`src/rtl/dsp_pkg.sv`:
```
// ----------------------------------------------------------------------------
// dsp_pkg
// Shared types, constants and the log table for the roughness penalty block.
// ----------------------------------------------------------------------------
`default_nettype none

package dsp_pkg;

    localparam int MAX_LENGTH      = 4096;
    localparam int MAX_ORDER       = 8;
    localparam int LOG_TABLE_DEPTH = 64;
    localparam int FIFO_DEPTH      = 4;

    localparam int IDX_W      = 13;
    localparam int ORDER_W    = 4;
    localparam int CHAIN_W    = 42;
    localparam int LOG_RES_W  = 22;
    localparam int LOG_IDX_W  = $clog2(LOG_TABLE_DEPTH);
    localparam int FIFO_PTR_W = $clog2(FIFO_DEPTH);
    localparam int CFG_IDX_W  = 3;

    localparam logic [35:0] LN2_Q30 = 36'd744261118;

    typedef enum logic [CFG_IDX_W-1:0] {
        CFG_LOG_MODE      = 3'd0,
        CFG_PENALTY_SCALE = 3'd1,
        CFG_FIRST_INDEX   = 3'd2,
        CFG_LAST_INDEX    = 3'd3,
        CFG_DIFF_ORDER    = 3'd4
    } cfg_index_t;

    typedef enum logic [2:0] {
        FAULT_OK       = 3'd0,
        FAULT_BOUNDS   = 3'd1,
        FAULT_BEYOND   = 3'd2,
        FAULT_FIRST    = 3'd3,
        FAULT_ORDER    = 3'd4,
        FAULT_LOG      = 3'd5,
        FAULT_TOO_LONG = 3'd6
    } fault_t;

    typedef enum logic [2:0] {
        B_IDLE,
        B_LOG,
        B_CHAIN,
        B_SQ,
        B_ACC,
        B_MUL,
        B_FIN
    } back_state_t;

    typedef enum logic [2:0] {
        L_IDLE,
        L_NORM,
        L_LOOK,
        L_MUL,
        L_SUM
    } log_state_t;

    // one classified word handed from front to back
    typedef struct packed {
        logic signed [31:0]   value;
        logic                 win;
        logic                 take_log;
        logic                 nonpos;
        logic                 add_sq;
        logic [ORDER_W-1:0]   depth;
        logic                 last;
        fault_t               code;
    } dsp_item_t;

    typedef logic [31:0] log_rom_t [0:LOG_TABLE_DEPTH];

    // shift-subtract quotient; all table numerators stay below 2^40
    function automatic logic [63:0] div_u40(logic [63:0] num, logic [63:0] den);
        logic [63:0] q;
        logic [40:0] r;
        q = '0;
        r = '0;
        for (int b = 39; b >= 0; b--) begin
            r = {r[39:0], num[b]};
            if (r >= 41'(den)) begin
                r    = r - 41'(den);
                q[b] = 1'b1;
            end
        end
        return q;
    endfunction

    // ln(1 + i/D) in Q2.30 by atanh series, evaluated at elaboration
    function automatic log_rom_t build_log_rom();
        log_rom_t    r;
        logic [63:0] z;
        logic [63:0] z2;
        logic [63:0] p;
        logic [63:0] s;
        for (int i = 0; i <= LOG_TABLE_DEPTH; i++) begin
            z  = div_u40(64'(i) << 30, 64'(2 * LOG_TABLE_DEPTH) + 64'(i));
            z2 = (z * z) >> 30;
            p  = z;
            s  = z;
            for (int k = 3; k <= 41; k += 2) begin
                p = (p * z2) >> 30;
                s = s + div_u40(p, 64'(k));
            end
            r[i] = 32'(s << 1);
        end
        return r;
    endfunction

    localparam log_rom_t LOG_ROM = build_log_rom();

endpackage

`default_nettype wire

```
`src/rtl/dsp_fifo.sv`:
```
// ----------------------------------------------------------------------------
// dsp_fifo
// Short queue of classified words between front and back.
// ----------------------------------------------------------------------------
`default_nettype none

module dsp_fifo (
    input  wire logic               aclk,
    input  wire logic               aresetn,
    input  wire logic               push,
    input  wire dsp_pkg::dsp_item_t push_item,
    output logic                    full,
    input  wire logic               pop,
    output dsp_pkg::dsp_item_t      head,
    output logic                    empty
);

    dsp_pkg::dsp_item_t                  mem_reg [0:dsp_pkg::FIFO_DEPTH-1];
    logic [dsp_pkg::FIFO_PTR_W-1:0]      wr_ptr_reg, rd_ptr_reg;
    logic [dsp_pkg::FIFO_PTR_W:0]        count_reg;

    assign full  = (count_reg == (dsp_pkg::FIFO_PTR_W+1)'(dsp_pkg::FIFO_DEPTH));
    assign empty = (count_reg == '0);
    assign head  = mem_reg[rd_ptr_reg];

    always_ff @(posedge aclk) begin
        if (push) begin
            mem_reg[wr_ptr_reg] <= push_item;
        end
    end

    always_ff @(posedge aclk) begin
        if (!aresetn) begin
            wr_ptr_reg <= '0;
            rd_ptr_reg <= '0;
            count_reg  <= '0;
        end else begin
            if (push) wr_ptr_reg <= wr_ptr_reg + 1'b1;
            if (pop)  rd_ptr_reg <= rd_ptr_reg + 1'b1;
            if (push && !pop)      count_reg <= count_reg + 1'b1;
            else if (pop && !push) count_reg <= count_reg - 1'b1;
        end
    end

endmodule

`default_nettype wire

```
`config.mk`:
```
export PLATFORM = sky130hd
export DESIGN_NAME = dsp_fifo
export DESIGN_NICKNAME = d
export VERILOG_FILES = /design/src/rtl/dsp_pkg.sv /design/src/rtl/dsp_fifo.sv
export SDC_FILE = /design/constraint.sdc
export NUM_CORES = 1
export LEC_CHECK = 0
export BUFFER_PORTS_ARGS = -buffer_cell sky130_fd_sc_hd__buf_4
export CAP_MARGIN = 10
export CORE_MARGIN = 5
export CORE_UTILIZATION = 45
export DETAILED_ROUTE_END_ITERATION = 8
export PLACE_DENSITY = 0.7
export SLEW_MARGIN = 10
export SYNTH_ARGS = -nofsm -noshare
export SYNTH_HDL_FRONTEND = slang
export SYNTH_SLANG_ARGS = --single-unit
```
`constraint.sdc`:
```
create_clock -name aclk -period 2.28 [get_ports aclk]
set_input_delay 0.228 -clock aclk [delete_from_list [all_inputs] [get_ports aclk]]
set_output_delay 0.228 -clock aclk [all_outputs]
set_load 0.02 [all_outputs]
```
==> impl_metrics.ini <==
[run_status]
status = finished clean

[clock_network]
ctsLongestPathBuffers = 2
htree_num_levels = 4
cts.sinks = 185
cts-root-buf = clkbuf_16
cts_tree = yes
numCtsBuffers = 17
clk_pin_slew_ns = 0.06
insertion_delay_ns = 0.42

[global_route]
grt_overflow = 0
grt_pass1_wl_mm = 19.47
grt_max_degree = 25
gr-usage-all-layers = 0.1469
antenna_found_initial = 0
grt_pass1_vias = 3583

[die]
pin_count = 94
coreArea_mm2 = 0.01509
rows = 45
die_h_um = 133.4
die-area_mm2 = 0.01780
die_w_um = 133.4
initial_core_util = 0.4541

[cells_and_area]
mostFrequentLayoutCell = edfxtp_1
area_growth_pct = 30.03
largest_reg_flops = 176
final_cell_mix = 176 x edfxtp_1, 106 x buf_4, 43 x dlygate4sd3_1
drive_above_1_share = 0.4133
diodes = 0
postLayoutCoreUtil = 0.5905
nets = 491

[sta]
layout_min_cycle_time_ns = 2.087
drv_slew = 0
finClkSkew_ns = 0.006781
grt_setup_unrepaired = false
hold_viol = 0
setup-violations-final = 0
fin_crit_sh = 0.9153
max_freq_mhz = 479.2
setup_tns_ns = 0
worstMarginPinSlew_ns = 0.4875
slew_headroom = 0.6750

[placed_design]
place_congestion = 0.6778
dp_hpwl_mm = 7.779
io_buffers = 93

[yosys]
yosys_warnings = 0
synthMuxAreaShare = 0.1497
synth_simple_gate_area_share = 0.01333
syn_area_mm2 = 0.006853
syn_area_per_cell_um2 = 25.10
synth-seq-cells = 185
synth-adder-area-share = 0.01205
synth_top_area_cell = edfxtp_1
synth_top_family_by_area = multiplexers
syn_inst = 273
synth_compound_area_frac = 0.001826
synth_xor_area_frac = 0.006390
synth_cell_type_count = 22
synth_area_leaders = edfxtp_1 77%, mux4_2 13%, dfxtp_1 2.6%, mux4_1 1.5%, buf_12 1.2%
netlist.area_leader.share = 0.7712
syn_nets = 327
synth-seq-area-share = 0.7975

[drt]
drtPass1Iterations = 4
wl_mm = 12.34
wl_per_cell_um = 19.34
route.vias.total = 3263
antenna_left = 0
drt_iter0_markers = 201
drc = 0
via_per_inst = 5.114

[worst_setup_path]
crit_path_max_fanout = 24
critPathRequiredTime_ns = 2.05
cp-end-kind = output port
arrival_ns = 1.86
crit_path_start_kind = register
critPathKind = register to output port

[pwr]
power.leakage_nw = 3.107
peakVddDrop_mv = 0.4891
power_density_mw_per_mm2 = 881.6

[min_path]
hp-class = input pin to register

[run]
cap_violations = 0
-- final cells by class --
| cell class | instances | area, µm² |
|---|---|---|
| Sequential cell | 185 | 5470 |
| Clock inverter | 14 | 153.9 |
| Multi-Input combinational cell | 74 | 1261 |
| Tap cell | 188 | 235.2 |
| Timing Repair Buffer | 155 | 1346 |
| Inverter | 4 | 15.01 |
| Fill cell | 1111 | 6178 |
| Clock buffer | 18 | 429.2 |
-- path summary, 6_finish.rpt --
check	start	end	slack [ns]	cells past startpoint
min reg2reg	count_reg[2]$_SDFFE_PN0P_	count_reg[2]$_SDFFE_PN0P_	0.51	2
max reg2reg	wr_ptr_reg[0]$_SDFFE_PN0P_	mem_reg[2][24]$_DFFE_PP_	0.64	4
min	push_item[14]	mem_reg[1][14]$_DFFE_PP_	0.03	1
max	register	head[39]	0.19	3
-- synthesized netlist by cell type --
cell and number:
inv_1 4, ha_1 5, buf_12 4, or3_1 1, and2_1 9, mux2i_1 2, o21ai_0 1, nor2b_1 2
nand2_1 1, a21boi_0 1, clkbuf_2 1, mux4_1 4, fa_1 1, buf_6 1, edfxtp_1 176, xor2_1 3
nor3_1 1, buf_2 4, nor3b_1 1, mux4_2 40, xnor2_1 2, dfxtp_1 9
-- critical path, stage by stage, from the launching register on --
cell     delay, ns
dfxtp_2       0.61
buf_12        0.26
mux4_1        0.36
buf_4         0.19
-- power breakdown --
part	internal, mW	total [mW]	switching [mW]
Combinational	0.519	1.02	0.498
Clock	1.71	2.88	1.17
Sequential	3.90	3.96	0.0629
Total	6.13	7.86	1.73
-- layer usage --
metal | global-route usage | vias up | wire length (µm) | share of wire
met1 | 0.1762 | 1688 | 5096 | 0.41
met3 | 0.04079 | 17 | 547 | 0.044
met5 | 0 | - | 0 | 0
met4 | 0.05314 | 0 | 153 | 0.012
met2 | 0.2556 | 81 | 6545 | 0.53
li1 | - | 1477 | - | -
-- repair_timing --
item                       4_1_cts  5_1_grt
hold endpoints to repair       169        0
hold buffers                    43        0
setup endpoints to repair        0       19
buffers inserted                 0        5
gates resized for setup          0        0
-- kinds of logic after synthesis --
kind of cell	after synthesis
multiplexers	46
buffers and inverters	14
AO/OA/AOI/OAI	2
XOR/XNOR	5
AND/OR/NAND/NOR	15
flip-flops	185
adder cells (fa/ha/maj)	6
-- through the flow --
| step | area (µm²) | instances | hold slack [ns] | total power, mW | setup slack, ns |
|---|---|---|---|---|---|
| 2_1_floorplan | 6853 | 273 | 0.3269 | 4.580 | 0.2757 |
| 3_3_place_gp | 7860 | 558 | 0.4271 | 4.972 | 0.4985 |
| 3_5_place_dp | 7860 | 558 | 0.4324 | 4.999 | 0.4956 |
| 4_1_cts | 8874 | 633 | 0.005490 | 7.934 | 0.02676 |
| 5_1_grt | 8911 | 638 | 0.01278 | 8.152 | 0.09476 |
| 6_report | 8911 | 638 | 0.02833 | 7.856 | 0.1932 |
(Power assumes the default switching activity.)
