## config.mk

```make
export PLATFORM = sky130hd
export DESIGN_NAME = dsp_front
export DESIGN_NICKNAME = d
export VERILOG_FILES = /design/src/rtl/dsp_pkg.sv /design/src/rtl/dsp_front.sv
export SDC_FILE = /design/constraint.sdc
export NUM_CORES = 1
export LEC_CHECK = 0
export ABC_AREA = 1
export BUFFER_PORTS_ARGS = -buffer_cell sky130_fd_sc_hd__buf_2
export CORE_MARGIN = 1
export CORE_UTILIZATION = 45
export DETAILED_ROUTE_END_ITERATION = 16
export MAX_ROUTING_LAYER = met4
export PLACE_DENSITY = 0.71
export SYNTH_ARGS = -nofsm -noshare
export SYNTH_HDL_FRONTEND = slang
export SYNTH_SLANG_ARGS = --single-unit
```

## constraint.sdc

```tcl
create_clock -name aclk -period 8.4 [get_ports aclk]
set_clock_uncertainty 0.05 [all_clocks]
set_input_delay 0.42 -clock aclk [delete_from_list [all_inputs] [get_ports aclk]]
set_output_delay 0.42 -clock aclk [all_outputs]
set_load 0.005 [all_outputs]
```

## src/rtl/dsp_pkg.sv

```systemverilog
// ----------------------------------------------------------------------------
// dsp_pkg
// Shared types, constants and the log table for the roughness penalty block.
// ----------------------------------------------------------------------------
`default_nettype none

package dsp_pkg;

    localparam int MAX_LENGTH      = 4096;
    localparam int MAX_ORDER       = 8;
    localparam int LOG_TABLE_DEPTH = 64;
    localparam int FIFO_DEPTH      = 4;

    localparam int IDX_W      = 13;
    localparam int ORDER_W    = 4;
    localparam int CHAIN_W    = 42;
    localparam int LOG_RES_W  = 22;
    localparam int LOG_IDX_W  = $clog2(LOG_TABLE_DEPTH);
    localparam int FIFO_PTR_W = $clog2(FIFO_DEPTH);
    localparam int CFG_IDX_W  = 3;

    localparam logic [35:0] LN2_Q30 = 36'd744261118;

    typedef enum logic [CFG_IDX_W-1:0] {
        CFG_LOG_MODE      = 3'd0,
        CFG_PENALTY_SCALE = 3'd1,
        CFG_FIRST_INDEX   = 3'd2,
        CFG_LAST_INDEX    = 3'd3,
        CFG_DIFF_ORDER    = 3'd4
    } cfg_index_t;

    typedef enum logic [2:0] {
        FAULT_OK       = 3'd0,
        FAULT_BOUNDS   = 3'd1,
        FAULT_BEYOND   = 3'd2,
        FAULT_FIRST    = 3'd3,
        FAULT_ORDER    = 3'd4,
        FAULT_LOG      = 3'd5,
        FAULT_TOO_LONG = 3'd6
    } fault_t;

    typedef enum logic [2:0] {
        B_IDLE,
        B_LOG,
        B_CHAIN,
        B_SQ,
        B_ACC,
        B_MUL,
        B_FIN
    } back_state_t;

    typedef enum logic [2:0] {
        L_IDLE,
        L_NORM,
        L_LOOK,
        L_MUL,
        L_SUM
    } log_state_t;

    // one classified word handed from front to back
    typedef struct packed {
        logic signed [31:0]   value;
        logic                 win;
        logic                 take_log;
        logic                 nonpos;
        logic                 add_sq;
        logic [ORDER_W-1:0]   depth;
        logic                 last;
        fault_t               code;
    } dsp_item_t;

    typedef logic [31:0] log_rom_t [0:LOG_TABLE_DEPTH];

    // shift-subtract quotient; all table numerators stay below 2^40
    function automatic logic [63:0] div_u40(logic [63:0] num, logic [63:0] den);
        logic [63:0] q;
        logic [40:0] r;
        q = '0;
        r = '0;
        for (int b = 39; b >= 0; b--) begin
            r = {r[39:0], num[b]};
            if (r >= 41'(den)) begin
                r    = r - 41'(den);
                q[b] = 1'b1;
            end
        end
        return q;
    endfunction

    // ln(1 + i/D) in Q2.30 by atanh series, evaluated at elaboration
    function automatic log_rom_t build_log_rom();
        log_rom_t    r;
        logic [63:0] z;
        logic [63:0] z2;
        logic [63:0] p;
        logic [63:0] s;
        for (int i = 0; i <= LOG_TABLE_DEPTH; i++) begin
            z  = div_u40(64'(i) << 30, 64'(2 * LOG_TABLE_DEPTH) + 64'(i));
            z2 = (z * z) >> 30;
            p  = z;
            s  = z;
            for (int k = 3; k <= 41; k += 2) begin
                p = (p * z2) >> 30;
                s = s + div_u40(p, 64'(k));
            end
            r[i] = 32'(s << 1);
        end
        return r;
    endfunction

    localparam log_rom_t LOG_ROM = build_log_rom();

endpackage

`default_nettype wire

```

## src/rtl/dsp_front.sv

```systemverilog
// ----------------------------------------------------------------------------
// dsp_front
// Counts elements, decides window membership and builds the fault code.
// ----------------------------------------------------------------------------
`default_nettype none

module dsp_front (
    input  wire logic                          aclk,
    input  wire logic                          aresetn,
    input  wire logic                          s_valid,
    output logic                               s_ready,
    input  wire logic signed [31:0]            s_sample_value,
    input  wire logic                          s_final_element,
    input  wire logic                          log_mode,
    input  wire logic [dsp_pkg::IDX_W-1:0]     first_index,
    input  wire logic [dsp_pkg::IDX_W-1:0]     last_index,
    input  wire logic [dsp_pkg::ORDER_W-1:0]   diff_order,
    input  wire logic                          fifo_full,
    output logic                               push,
    output dsp_pkg::dsp_item_t                 push_item
);

    localparam logic [dsp_pkg::IDX_W-1:0] MAX_LEN = dsp_pkg::IDX_W'(dsp_pkg::MAX_LENGTH);
    localparam logic [dsp_pkg::ORDER_W-1:0] MAX_ORD = dsp_pkg::ORDER_W'(dsp_pkg::MAX_ORDER);

    logic [dsp_pkg::IDX_W-1:0]   count_reg;
    logic                        log_fault_reg;

    logic                        whole;
    logic [dsp_pkg::IDX_W-1:0]   lo, hi, n;
    logic [dsp_pkg::ORDER_W-1:0] depth;
    logic                        win, nonpos, take_log, fault_next;
    dsp_pkg::fault_t             code;

    always_comb begin
        whole      = (first_index == '0) && (last_index == '0);
        lo         = whole ? dsp_pkg::IDX_W'(1) : first_index;
        depth      = (diff_order > MAX_ORD) ? MAX_ORD : diff_order;
        n          = (count_reg <= MAX_LEN) ? count_reg + 1'b1 : count_reg;
        win        = (n <= MAX_LEN) && (n >= lo) && (whole || n <= last_index);
        nonpos     = (s_sample_value <= 0);
        take_log   = log_mode && win;
        fault_next = log_fault_reg || (take_log && nonpos);
        hi         = whole ? n : last_index;

        if (n > MAX_LEN)                                    code = dsp_pkg::FAULT_TOO_LONG;
        else if (hi <= lo)                                  code = dsp_pkg::FAULT_BOUNDS;
        else if (hi > n)                                    code = dsp_pkg::FAULT_BEYOND;
        else if (lo == '0)                                  code = dsp_pkg::FAULT_FIRST;
        else if (diff_order > MAX_ORD ||
                 dsp_pkg::IDX_W'(diff_order) >= hi - lo)    code = dsp_pkg::FAULT_ORDER;
        else if (fault_next)                                code = dsp_pkg::FAULT_LOG;
        else                                                code = dsp_pkg::FAULT_OK;

        push_item.value    = s_sample_value;
        push_item.win      = win;
        push_item.take_log = take_log;
        push_item.nonpos   = nonpos;
        push_item.add_sq   = (n - lo) >= dsp_pkg::IDX_W'(depth);
        push_item.depth    = depth;
        push_item.last     = s_final_element;
        push_item.code     = code;
    end

    assign s_ready = !fifo_full;
    assign push    = s_valid && s_ready;

    always_ff @(posedge aclk) begin
        if (!aresetn) begin
            count_reg     <= '0;
            log_fault_reg <= 1'b0;
        end else if (push) begin
            if (s_final_element) begin
                count_reg     <= '0;
                log_fault_reg <= 1'b0;
            end else begin
                count_reg     <= n;
                log_fault_reg <= fault_next;
            end
        end
    end

endmodule

`default_nettype wire

```

==> reports/qor.txt, run 1 <==
RUN STATUS
------------------------------------------------------------------------------------------
Run status                                                                    finished clean

ROUTING
------------------------------------------------------------------------------------------
Aggregate routed wire length                                                      12100 um
Number of remaining DRC errors                                                           0
Wire length per cell                                                               14.4 um
Pre-Repair DR Iteration Count                                                            5
DRT antenna net count                                                                    0
Number of DRC violations after detailed-routing iteration 0                            238
Average vias per placed instance                                                      5.39
Via total after detailed routing                                                      4527

SYNTHESIS
------------------------------------------------------------------------------------------
Biggest area consumer among synthesized cells                                         ha_1
Top post-synthesis cells by count                                             nand2_1 (176), inv_1 (96), ha_1 (62), a21oi_1 (45), nand3_1 (40)
Average cell area after synthesis                                                6.09 um^2
Yosys warns                                                                              0
Synthesized net count                                                                  795
Synth top area cells                                                          ha_1 (19%), nand2_1 (16%), inv_1 (8.9%)
Cells after Synth                                                                      663
Count of flip-flops with a built-in enable after synthesis                               0
Proportion of synthesized chip area in sequential cells                             0.0695
Fraction of registers with async set/reset                                               0
Syn Std Cell Area                                                                4040 um^2
Library cell with the highest instance count after synthesis                       nand2_1
Number of synthesized register bits                                                     14
Number of different library cells in the post-synthesis netlist                         46
Predominant post-synthesis flop cell                                               dfxtp_1
Post-synth top area share                                                            0.192

HOLD PATH
------------------------------------------------------------------------------------------
Cells on Worst Hold Path                                                                 2
Path class of the lowest-slack min-delay path                                 flop to flop

WORST SETUP PATH
------------------------------------------------------------------------------------------
Critical Path Slowest Stage Cell                                                      fa_1
Dominant delay contributor by cell family on the critical path                simple AND/OR/NAND/NOR gates
Worst path depth                                                                        27
Critical Setup Path Class                                                     flop to primary output
Number of buffers and inverters on the critical path                                     3
Critical path fanouts, max                                                              13
Data required time of the critical path                                            7.93 ns
Cell mode on critical path                                                         nand2_1
Delay of the slowest critical-path stage                                           0.42 ns
Cell depth of the worst flop-to-flop path                                               18
Nature of the critical path startpoint                                                flop
Worst EP arrival                                                                   4.23 ns
Nature of the critical path endpoint                                          primary output

STA
------------------------------------------------------------------------------------------
Worst-Margin Slew                                                                 0.998 ns
Worst slew margin relative to its limit                                              0.332
Max-slew violation total from the final report                                           0
Post-Route Hold Slack                                                             0.433 ns
Min Tclk post-route                                                                4.70 ns
Final worst path period share                                                        0.559
Finish-stage setup viols                                                                 0
Total Negative Setup Slacks                                                           0 ns
Fmax                                                                               213 MHz
Unrepaired setup endpoints after global routing                                         no
Count of final hold-check violations                                                     0

PLACEMENT
------------------------------------------------------------------------------------------
HPWL after detailed placement                                                     10500 um
Port buffer count                                                                      113
Number of placed cells counting well taps                                              837
Post-placement cell area                                                         4390 um^2
Gp weighted congestion                                                                1.04

FLOORPLANNING
------------------------------------------------------------------------------------------
Vertical die dimension                                                             96.7 um
DIE WIDTH                                                                          96.7 um
Effective utilization at floorplan                                                   0.463
Standard-cell row count                                                                 34
Full die area                                                                    9350 um^2
Area of the core                                                                 8720 um^2
I/O pin cnt                                                                            114

GRT
------------------------------------------------------------------------------------------
Vias in the first global route                                                        4231
Final global-route overflow total                                                        0
Initial antenna violation count                                                          0
Largest net degree at the start of global routing                                       17
Global-route wire length before repair                                            19800 um
Tot GR Track Use                                                                     0.262

PWR
------------------------------------------------------------------------------------------
Power density over the cells                                                  64.1 nW/um^2
Leakage                                                                            2.49 nW
Worst VDD drop                                                                     39.1 uV

LAYOUT
------------------------------------------------------------------------------------------
Area taken by multi-input logic gates                                            3030 um^2
Final standard cell utilization of the core                                          0.508
Sequential Area                                                                   280 um^2
Final antenna diode count                                                                0
Share of post-route cells with drive strength above 1                                0.216
Area growth from synthesis to final layout                                           9.86%
Final instance area                                                              4430 um^2
Max FFs per register                                                                    13
Final-stage net count                                                                  866
FILL cells                                                                             937
Layout Cells excl Fill                                                                 840

CLOCK NETWORK
------------------------------------------------------------------------------------------
# clock sinks                                                                           14
Clk Latency, worst-skew pair                                                       0.25 ns
CTS tree                                                                             built
Resized Gates After CTS                                                                  0
Total of hold buffers inserted after clock tree synthesis                                0
Number of H-tree levels                                                                  1
Number of buffers inserted to repair setup after CTS                                     0
Clock buffers created by TritonCTS                                                       3
Clock edge transition at the registers on the reported setup and hold paths        0.06 ns
Clock root buffer master                                                          clkbuf_8
Deepest clock path buffer count                                                          2

FLOW RUN
------------------------------------------------------------------------------------------
Max-cap violation count                                                                  0

## per-layer routing
| layer | share of wire | vias to the layer above | track usage |
|---|---|---|---|
| li1 | - | 2287 | - |
| met5 | 0 | - | - |
| met1 | 0.44 | 2044 | 0.332 |
| met4 | 0.029 | 0 | 0.0884 |
| met2 | 0.46 | 171 | 0.434 |
| met3 | 0.066 | 25 | 0.0289 |
## per-stage QoR
step	setup WS, ns	total power, mW
finish	3.70	0.284
global placement	4.02	0.223
global route	3.28	0.306
floorplan	4.58	0.181
detailed placement	3.97	0.227
CTS	3.74	0.283
## where the power goes
part	switching (mW)	total, mW	leakage, nW	internal [mW]
clock network	0.0251	0.0569	0.0216	0.0318
registers	0.000509	0.0672	0.113	0.0667
logic	0.0962	0.160	2.36	0.0639
## layout by cell type (no fill, tap or decap), types with 13 or more instances in the layout
cell type	netlist	layout
a21oi_1	45	45
buf_2	1	113
dfxtp_1	14	14
ha_1	62	62
inv_1	96	96
nand2_1	176	176
nand2_2	16	16
nand3_1	40	40
nand4_1	20	20
nor2_1	39	39
nor4_1	16	16
o21ai_0	15	15
xor2_1	13	13
## final cells by class
cell class | count | area share
Inverter | 99 | 0.0850
Timing Repair Buffer | 113 | 0.128
Multi-Input combinational cell | 503 | 0.684
Sequential cell | 14 | 0.0632
Clock buffer | 3 | 0.00931
Tap cell | 108 | 0.0305
## path summary, 6_finish.rpt
| check | start | to | slack, ns |
|---|---|---|---|
| setup / recovery | count_reg[0] | push_item[0] | 3.70 |
| setup reg to reg | count_reg[0] | log_fault_reg | 4.73 |
| hold / removal | log_fault_reg | log_fault_reg | 0.43 |
| hold reg to reg | log_fault_reg | log_fault_reg | 0.43 |
## worst reg2reg max path: cells and delay by family, from the launching register on
kind | cells | cell delay (ns)
AOI/OAI and AO/OA | 5 | 1.31
adders and majority gates | 2 | 0.54
buffers and inverters | 3 | 0.34
DFF | 1 | 0.38
and+or+nand+nor | 8 | 0.98
## cells by family after synthesis
kind of cell / Yosys count / synth area share
AOI/OAI and AO/OA: 83 / 0.122
xor gates and xnor gates: 17 / 0.0369
adders and majority gates: 64 / 0.202
buffers and inverters: 146 / 0.179
DFF: 14 / 0.0695
and+or+nand+nor: 339 / 0.391
Note: power is estimated with default switching activity, not from simulation.
==> run 2, diff against run 1 <==
PLACE_DENSITY = 0.73   (was 0.71)
clock period = 4.1 ns   (was 8.4 ns; I/O delays follow)
==> run 2 against run 1 <==
The flow now finishes with violations (setup timing). Sequential cell count did not move. Critical path type unchanged. Via count grew 4.2%. Critical path depth increased by 4. First-iteration DRC count fell by 3.8%. Combinational power rose to 2.5 times the previous value. Worst setup slack got worse by 3.7 ns.
==> reports/qor.txt, run 2 (same netlist as run 1, synthesis figures left out) <==
RUN STATUS
------------------------------------------------------------------------------------------
Run status                                                                    complete, but fails checks
Violated checks                                                               setup timing

STA
------------------------------------------------------------------------------------------
Finish-stage setup viols                                                                 1
Worst-Margin Slew                                                                  1.03 ns
Max-slew violation total from the final report                                           0
Post-Route Hold Slack                                                             0.361 ns
Final worst path period share                                                         1.00
Fmax                                                                               244 MHz
Unrepaired setup endpoints after global routing                                        yes
Min Tclk post-route                                                                4.10 ns
Count of final hold-check violations                                                     0
Final WS setup                                                                 -0.00457 ns
Worst slew margin relative to its limit                                              0.312

CLOCK NETWORK
------------------------------------------------------------------------------------------
Deepest clock path buffer count                                                          2
# clock sinks                                                                           14
Clock buffers created by TritonCTS                                                       3
Number of H-tree levels                                                                  1
Clk Latency, worst-skew pair                                                       0.25 ns
Clock root buffer master                                                          clkbuf_8
Clock edge transition at the registers on the reported setup and hold paths        0.06 ns
CTS tree                                                                             built

PLACEMENT
------------------------------------------------------------------------------------------
Port buffer count                                                                      113
Gp weighted congestion                                                                1.01
HPWL after detailed placement                                                     10700 um
Setup slack after placement                                                      0.0766 ns
Number of placed cells counting well taps                                              845

GRT
------------------------------------------------------------------------------------------
Tot GR Track Use                                                                     0.268
Highest-utilization routing layer at the global route stage                           met2
Met1 usage                                                                           0.319
Global-route wire length before repair                                            20100 um
Met3 layer usage reported by global route                                           0.0123
Final global-route overflow total                                                        0
Vias in the first global route                                                        4230
Routing usage on met2                                                                0.490
Largest net degree at the start of global routing                                       17
Initial antenna violation count                                                          0

WORST SETUP PATH
------------------------------------------------------------------------------------------
Critical path fanouts, max                                                               5
Critical Setup Path Class                                                     flop to primary output
Nature of the critical path startpoint                                                flop
Reg-to-reg slack, setup                                                            0.73 ns
Worst EP arrival                                                                   3.85 ns
Delay of the slowest critical-path stage                                           0.37 ns
Critical register-to-register path startpoint                                 count_reg[0]
Data required time of the critical path                                            3.85 ns
Critical Path Slowest Stage Cell                                                   dfxtp_4
Destination of the worst register-to-register timing path                     log_fault_reg
Nature of the critical path endpoint                                          primary output
Cell mode on critical path                                                         nand2_1
Cell depth of the worst flop-to-flop path                                               20

ROUTING
------------------------------------------------------------------------------------------
Aggregate routed wire length                                                      13400 um
Wire length per cell                                                               15.5 um
Number of DRC violations after detailed-routing iteration 0                            229
Average vias per placed instance                                                      5.45
Pre-Repair DR Iteration Count                                                            5
Via total after detailed routing                                                      4718
Number of remaining DRC errors                                                           0
DRT antenna net count                                                                    0

FLOORPLANNING
------------------------------------------------------------------------------------------
Standard-cell row count                                                                 34
DIE WIDTH                                                                          96.7 um
Area of the core                                                                 8720 um^2
Vertical die dimension                                                             96.7 um
I/O pin cnt                                                                            114
Full die area                                                                    9350 um^2
Effective utilization at floorplan                                                   0.463

HOLD PATH
------------------------------------------------------------------------------------------
End point of the worst hold path                                              log_fault_reg
Cells on Worst Hold Path                                                                 5
Hold Startpoint                                                                   log_mode
Path class of the lowest-slack min-delay path                                 input pin to flop

LAYOUT
------------------------------------------------------------------------------------------
Most common cell after layout, fill and taps aside                                 nand2_1
Layout Cells excl Fill                                                                 866
Max FFs per register                                                                    13
Final standard cell utilization of the core                                          0.571
Area growth from synthesis to final layout                                           23.3%
FILL cells                                                                             838
Most used cells in the layout excluding fill and tap cells                    nand2_1 (161), buf_2 (113), inv_1 (88), ha_1 (49), a21oi_1 (40)
Final-stage net count                                                                  892
Sequential Area                                                                   298 um^2
Share of post-route cells with drive strength above 1                                0.334
Area taken by multi-input logic gates                                            3360 um^2
Final antenna diode count                                                                0

PWR
------------------------------------------------------------------------------------------
Power density over the cells                                                   131 nW/um^2
Worst VDD drop                                                                     96.0 uV
PnR Total Power                                                                     653 uW
Leakage                                                                            2.63 nW

FLOW RUN
------------------------------------------------------------------------------------------
Max-cap violation count                                                                  0

## run 2: cell types whose count changed in the layout (fill, tap and decap cells not counted), moves of 6 or more
cell / change
nand2_2: +15
nor2_1: -6
ha_4: +12
ha_1: -13
dfxtp_1: -10
dfxtp_2: +8
nand2_1: -15
buf_4: +25
inv_1: -8
## run 2: area by class of cell
class | instances | area share
Clock buffer | 3 | 0.00830
Tap cell | 108 | 0.0272
Inverter | 99 | 0.0772
Multi-Input combinational cell | 504 | 0.676
Sequential cell | 14 | 0.0598
Timing Repair Buffer | 138 | 0.151
## run 2: worst max path at each step
| stage | endpoint | slack [ns] | startpoint | depth (start not counted) |
|---|---|---|---|---|
| floorplan | push_item[0] | 0.58 | count_reg[0] | 28 |
| global placement | push_item[0] | 0.25 | count_reg[0] | 30 |
| detailed placement | push_item[0] | 0.08 | count_reg[0] | 27 |
| CTS | push_item[0] | 0.03 | count_reg[10] | 26 |
| global route | push_item[0] | -0.24 | count_reg[0] | 31 |
| finish | push_item[0] | -0.005 | count_reg[0] | 31 |
## run 2: critical path, delay by kind of cell, from the launching register on
| family | cells | cell delay, ns |
|---|---|---|
| simple gates | 22 | 1.94 |
| flops | 1 | 0.37 |
| buf+inv | 5 | 0.58 |
| fa+ha+maj | 2 | 0.38 |
| compound gates | 2 | 0.35 |
## run 2: repair_timing
action,CTS,global route
pin swaps,4,24
resized for setup,11,71
setup endpoints to repair,3,4
buffers inserted,9,8
hold buffers,0,0
cloned,0,1
endpoints found under the hold margin,0,0
## run 2: layer usage
layer | up-vias | part of all wire
met5 | - | 0
met4 | 0 | 0.036
li1 | 2342 | -
met2 | 197 | 0.49
met1 | 2141 | 0.41
met3 | 38 | 0.057
## run 2: where the power goes
| part | internal, mW | switching, mW | total, mW |
|---|---|---|---|
| Sequential | 0.136 | 0.00110 | 0.137 |
| Combinational | 0.172 | 0.228 | 0.400 |
| Clock | 0.0652 | 0.0514 | 0.117 |
| Total | 0.373 | 0.281 | 0.653 |
## run 2: through the flow
stage	instance area, um^2	setup TNS (ns)
2_1_floorplan	4040	0
3_3_place_gp	4450	0
3_5_place_dp	4450	0
4_1_cts	4610	0
5_1_grt	4980	-0.386
6_report	4980	-0.00457
==> run 3, diff against run 2 <==
ABC_AREA = 0   (was 1)
PLACE_DENSITY = 0.74   (was 0.73)
==> run 3 against run 2 <==
The flow still finishes with violations (setup timing). Sequential share of layout area is 1.1 points lower. Power increased by 17%. Routed wire length increased by 16%. Combinational power increased by 22%. Non-clock buffer count increased by 122. Critical path type unchanged. Largest cell class unchanged. Global-route usage is 6.6 points higher.
==> reports/qor.txt, run 3 <==
ROUTING
------------------------------------------------------------------------------------------
Detailed-route wire length on metal 1                                              5840 um
Pre-Repair DR Iteration Count                                                            5
DRT antenna net count                                                                    0
Wire length per cell                                                               18.2 um
Number of remaining DRC errors                                                           0
Routed wl met3                                                                     1400 um
Aggregate routed wire length                                                      15600 um
Via total after detailed routing                                                      5088
Average vias per placed instance                                                      5.94
Number of DRC violations after detailed-routing iteration 0                            341
Met2 wirelength from detailed routing                                              7480 um
Top routing layer in use                                                              met4

SYNTHESIS
------------------------------------------------------------------------------------------
Count of flip-flops with a built-in enable after synthesis                               0
Predominant post-synthesis flop cell                                               dfxtp_1
Post-synth top area share                                                            0.204
Yosys warns                                                                              0
Number of synthesized register bits                                                     14
Synthesized net count                                                                  671
Biggest area consumer among synthesized cells                                         ha_1
Synthesized-area fraction occupied by xor and xnor cells                            0.0392
Post-synthesis compound-gate area fraction                                           0.251
Synth top area cells                                                          ha_1 (20%), dfxtp_1 (7.4%), buf_4 (7.1%)
Share of synthesized cell area in and, or, nand and nor gates                        0.250
Syn Std Cell Area                                                                3800 um^2
Fraction of registers with async set/reset                                               0
Proportion of synthesized chip area in sequential cells                             0.0737
Main combinational cell family by area after synthesis                        compound AO/OA/AOI/OAI gates
Cells after Synth                                                                      539
Library cell with the highest instance count after synthesis                         inv_1
Average cell area after synthesis                                                7.05 um^2
Number of different library cells in the post-synthesis netlist                         59
Multiplexer share of the synthesized area                                           0.0188
Top post-synthesis cells by count                                             inv_1 (66), ha_1 (62), o21ai_0 (42), buf_4 (36), nand2_1 (34)
Adder and majority gate portion of the synthesized area                              0.215

CLOCK NETWORK
------------------------------------------------------------------------------------------
# clock sinks                                                                           14
Total of hold buffers inserted after clock tree synthesis                                0
Clk Latency, worst-skew pair                                                       0.25 ns
Clock root buffer master                                                          clkbuf_8
Clock buffers created by TritonCTS                                                       3
Number of H-tree levels                                                                  1
Deepest clock path buffer count                                                          2
Clock edge transition at the registers on the reported setup and hold paths        0.06 ns
CTS tree                                                                             built

LAYOUT
------------------------------------------------------------------------------------------
Max FFs per register                                                                    13
Area growth from synthesis to final layout                                           51.1%
Share of post-route cells with drive strength above 1                                0.439
Most common cell after layout, fill and taps aside                                   buf_4
Final standard cell utilization of the core                                          0.703
Final antenna diode count                                                                0
Most used cells in the layout excluding fill and tap cells                    buf_4 (137), buf_2 (113), inv_1 (60), ha_1 (52), o21ai_0 (34)
Final-stage net count                                                                  885

HOLD PATH
------------------------------------------------------------------------------------------
Path class of the lowest-slack min-delay path                                 input pin to flop
Hold Startpoint                                                                    aresetn
Cells on Worst Hold Path                                                                 2
End point of the worst hold path                                              count_reg[1]

PLACEMENT
------------------------------------------------------------------------------------------
Port buffer count                                                                      113
HPWL after detailed placement                                                     12100 um
Gp weighted congestion                                                               0.962

WORST SETUP PATH
------------------------------------------------------------------------------------------
Worst EP arrival                                                                   4.67 ns
Critical path fanouts, max                                                               5
Cell depth of the worst flop-to-flop path                                               23
Destination of the worst register-to-register timing path                     log_fault_reg
Nature of the critical path endpoint                                          primary output
Critical Setup Path Class                                                     flop to primary output
Reg-to-reg slack, setup                                                           -0.29 ns
Critical register-to-register path startpoint                                 count_reg[0]
Nature of the critical path startpoint                                                flop
Data required time of the critical path                                            3.85 ns

FLOORPLANNING
------------------------------------------------------------------------------------------
I/O pin cnt                                                                            114
DIE WIDTH                                                                          93.9 um
Vertical die dimension                                                             93.9 um
Full die area                                                                    8820 um^2
Standard-cell row count                                                                 33
Area of the core                                                                 8180 um^2
Effective utilization at floorplan                                                   0.465

PWR
------------------------------------------------------------------------------------------
Leakage                                                                            2.89 nW
Worst VDD drop                                                                      131 uV
Power density over the cells                                                   133 nW/um^2
PnR Total Power                                                                     764 uW

STA
------------------------------------------------------------------------------------------
Worst-Margin Slew                                                                 0.806 ns
Fmax                                                                               203 MHz
Final WS setup                                                                   -0.823 ns
Total Negative Setup Slacks                                                       -3.96 ns
Worst slew margin relative to its limit                                              0.460
Min Tclk post-route                                                                4.92 ns
Max-slew violation total from the final report                                           0
Unrepaired setup endpoints after global routing                                        yes
Final worst path period share                                                         1.20
Finish-stage setup viols                                                                 7
Count of final hold-check violations                                                     0

GRT
------------------------------------------------------------------------------------------
Largest net degree at the start of global routing                                       15
Vias in the first global route                                                        4578
Final global-route overflow total                                                        0
Global-route wire length before repair                                            22100 um
Tot GR Track Use                                                                     0.334
Initial antenna violation count                                                          0

FLOW RUN
------------------------------------------------------------------------------------------
Max-cap violation count                                                                  0

RUN STATUS
------------------------------------------------------------------------------------------
Violated checks                                                               setup timing
Run status                                                                    complete, but fails checks

[run 3: changes by cell type in the layout (fill, tap and decap cells not counted), sizes merged, moves of 21 or more]
cell   delta
nor2     -21
buf     +122
nand3    -23
inv      -32
nand2   -166
o21ai    +26
[run 3: report_power, final]
part	internal [mW]	switching (mW)	leakage, nW
clock network	0.0853	0.0537	0.0288
logic	0.240	0.247	2.75
registers	0.137	0.000378	0.114
[run 3: kinds of logic (layout without fill, tap and decap cells)]
family | count (synthesis) | count (layout)
AO/OA/AOI/OAI | 144 | 144
XOR/XNOR | 17 | 17
adder cells (fa/ha/maj) | 64 | 64
buffers and inverters | 117 | 330
flip-flops | 14 | 14
multiplexers | 7 | 7
AND/OR/NAND/NOR | 176 | 176
[run 3: how the worst max path moves through the flow]
stage	from	end	cells past startpoint	slack, ns
2_1_floorplan	count_reg[0]	push_item[2]	19	-0.35
3_3_place_gp	count_reg[0]	push_item[2]	20	-0.56
3_5_place_dp	count_reg[0]	push_item[2]	20	-0.66
4_1_cts	count_reg[0]	push_item[2]	20	-0.74
5_1_grt	count_reg[0]	push_item[2]	21	-0.97
6_report	count_reg[0]	push_item[2]	21	-0.82
[run 3: timing repair]
| item | in CTS | in global routing |
|---|---|---|
| cloned | 0 | 0 |
| resized for setup | 18 | 62 |
| pin swaps | 15 | 28 |
| setup endpoints to repair | 7 | 7 |
| setup buffers | 6 | 13 |
[run 3: per-layer routing]
metal / GRT usage / vias up
met5: - / -
met4: 0.114 / 0
met3: 0.0623 / 70
met2: 0.570 / 330
met1: 0.392 / 2349
li1: - / 2339
[run 3: cell type report]
cell class / count / area [um^2]
Tap cell: 105 / 131
Inverter: 66 / 248
Fill cell: 669 / 2430
Sequential cell: 14 / 283
Timing Repair Buffer: 260 / 1710
Clock buffer: 4 / 55.1
Multi-Input combinational cell: 408 / 3320
[run 3: critical path: stages (launching register included)]
cell and delay, ns:
dfxtp_2 0.32, inv_2 0.08, ha_4 0.13, or4b_4 0.46, o31ai_4 0.21, buf_6 0.17
xnor2_2 0.10, a21oi_2 0.18, ha_2 0.21, inv_2 0.04, fa_2 0.37, xnor2_2 0.15
ha_1 0.31, nor3_2 0.05, a221oi_2 0.18, and4b_1 0.21, o2111ai_1 0.11, nor4_1 0.31
a31oi_2 0.20, or3_1 0.38, o311ai_2 0.08, buf_2 0.15
[run 3: metrics by stage]
step,area (um^2),std cells,hold slack [ns],setup slack (ns)
3_5_place_dp,5180,836,0.503,-0.658
3_3_place_gp,5180,836,0.482,-0.559
2_1_floorplan,3840,539,0.283,-0.353
4_1_cts,5340,846,0.243,-0.737
6_report,5740,857,0.238,-0.823
5_1_grt,5740,857,0.244,-0.967
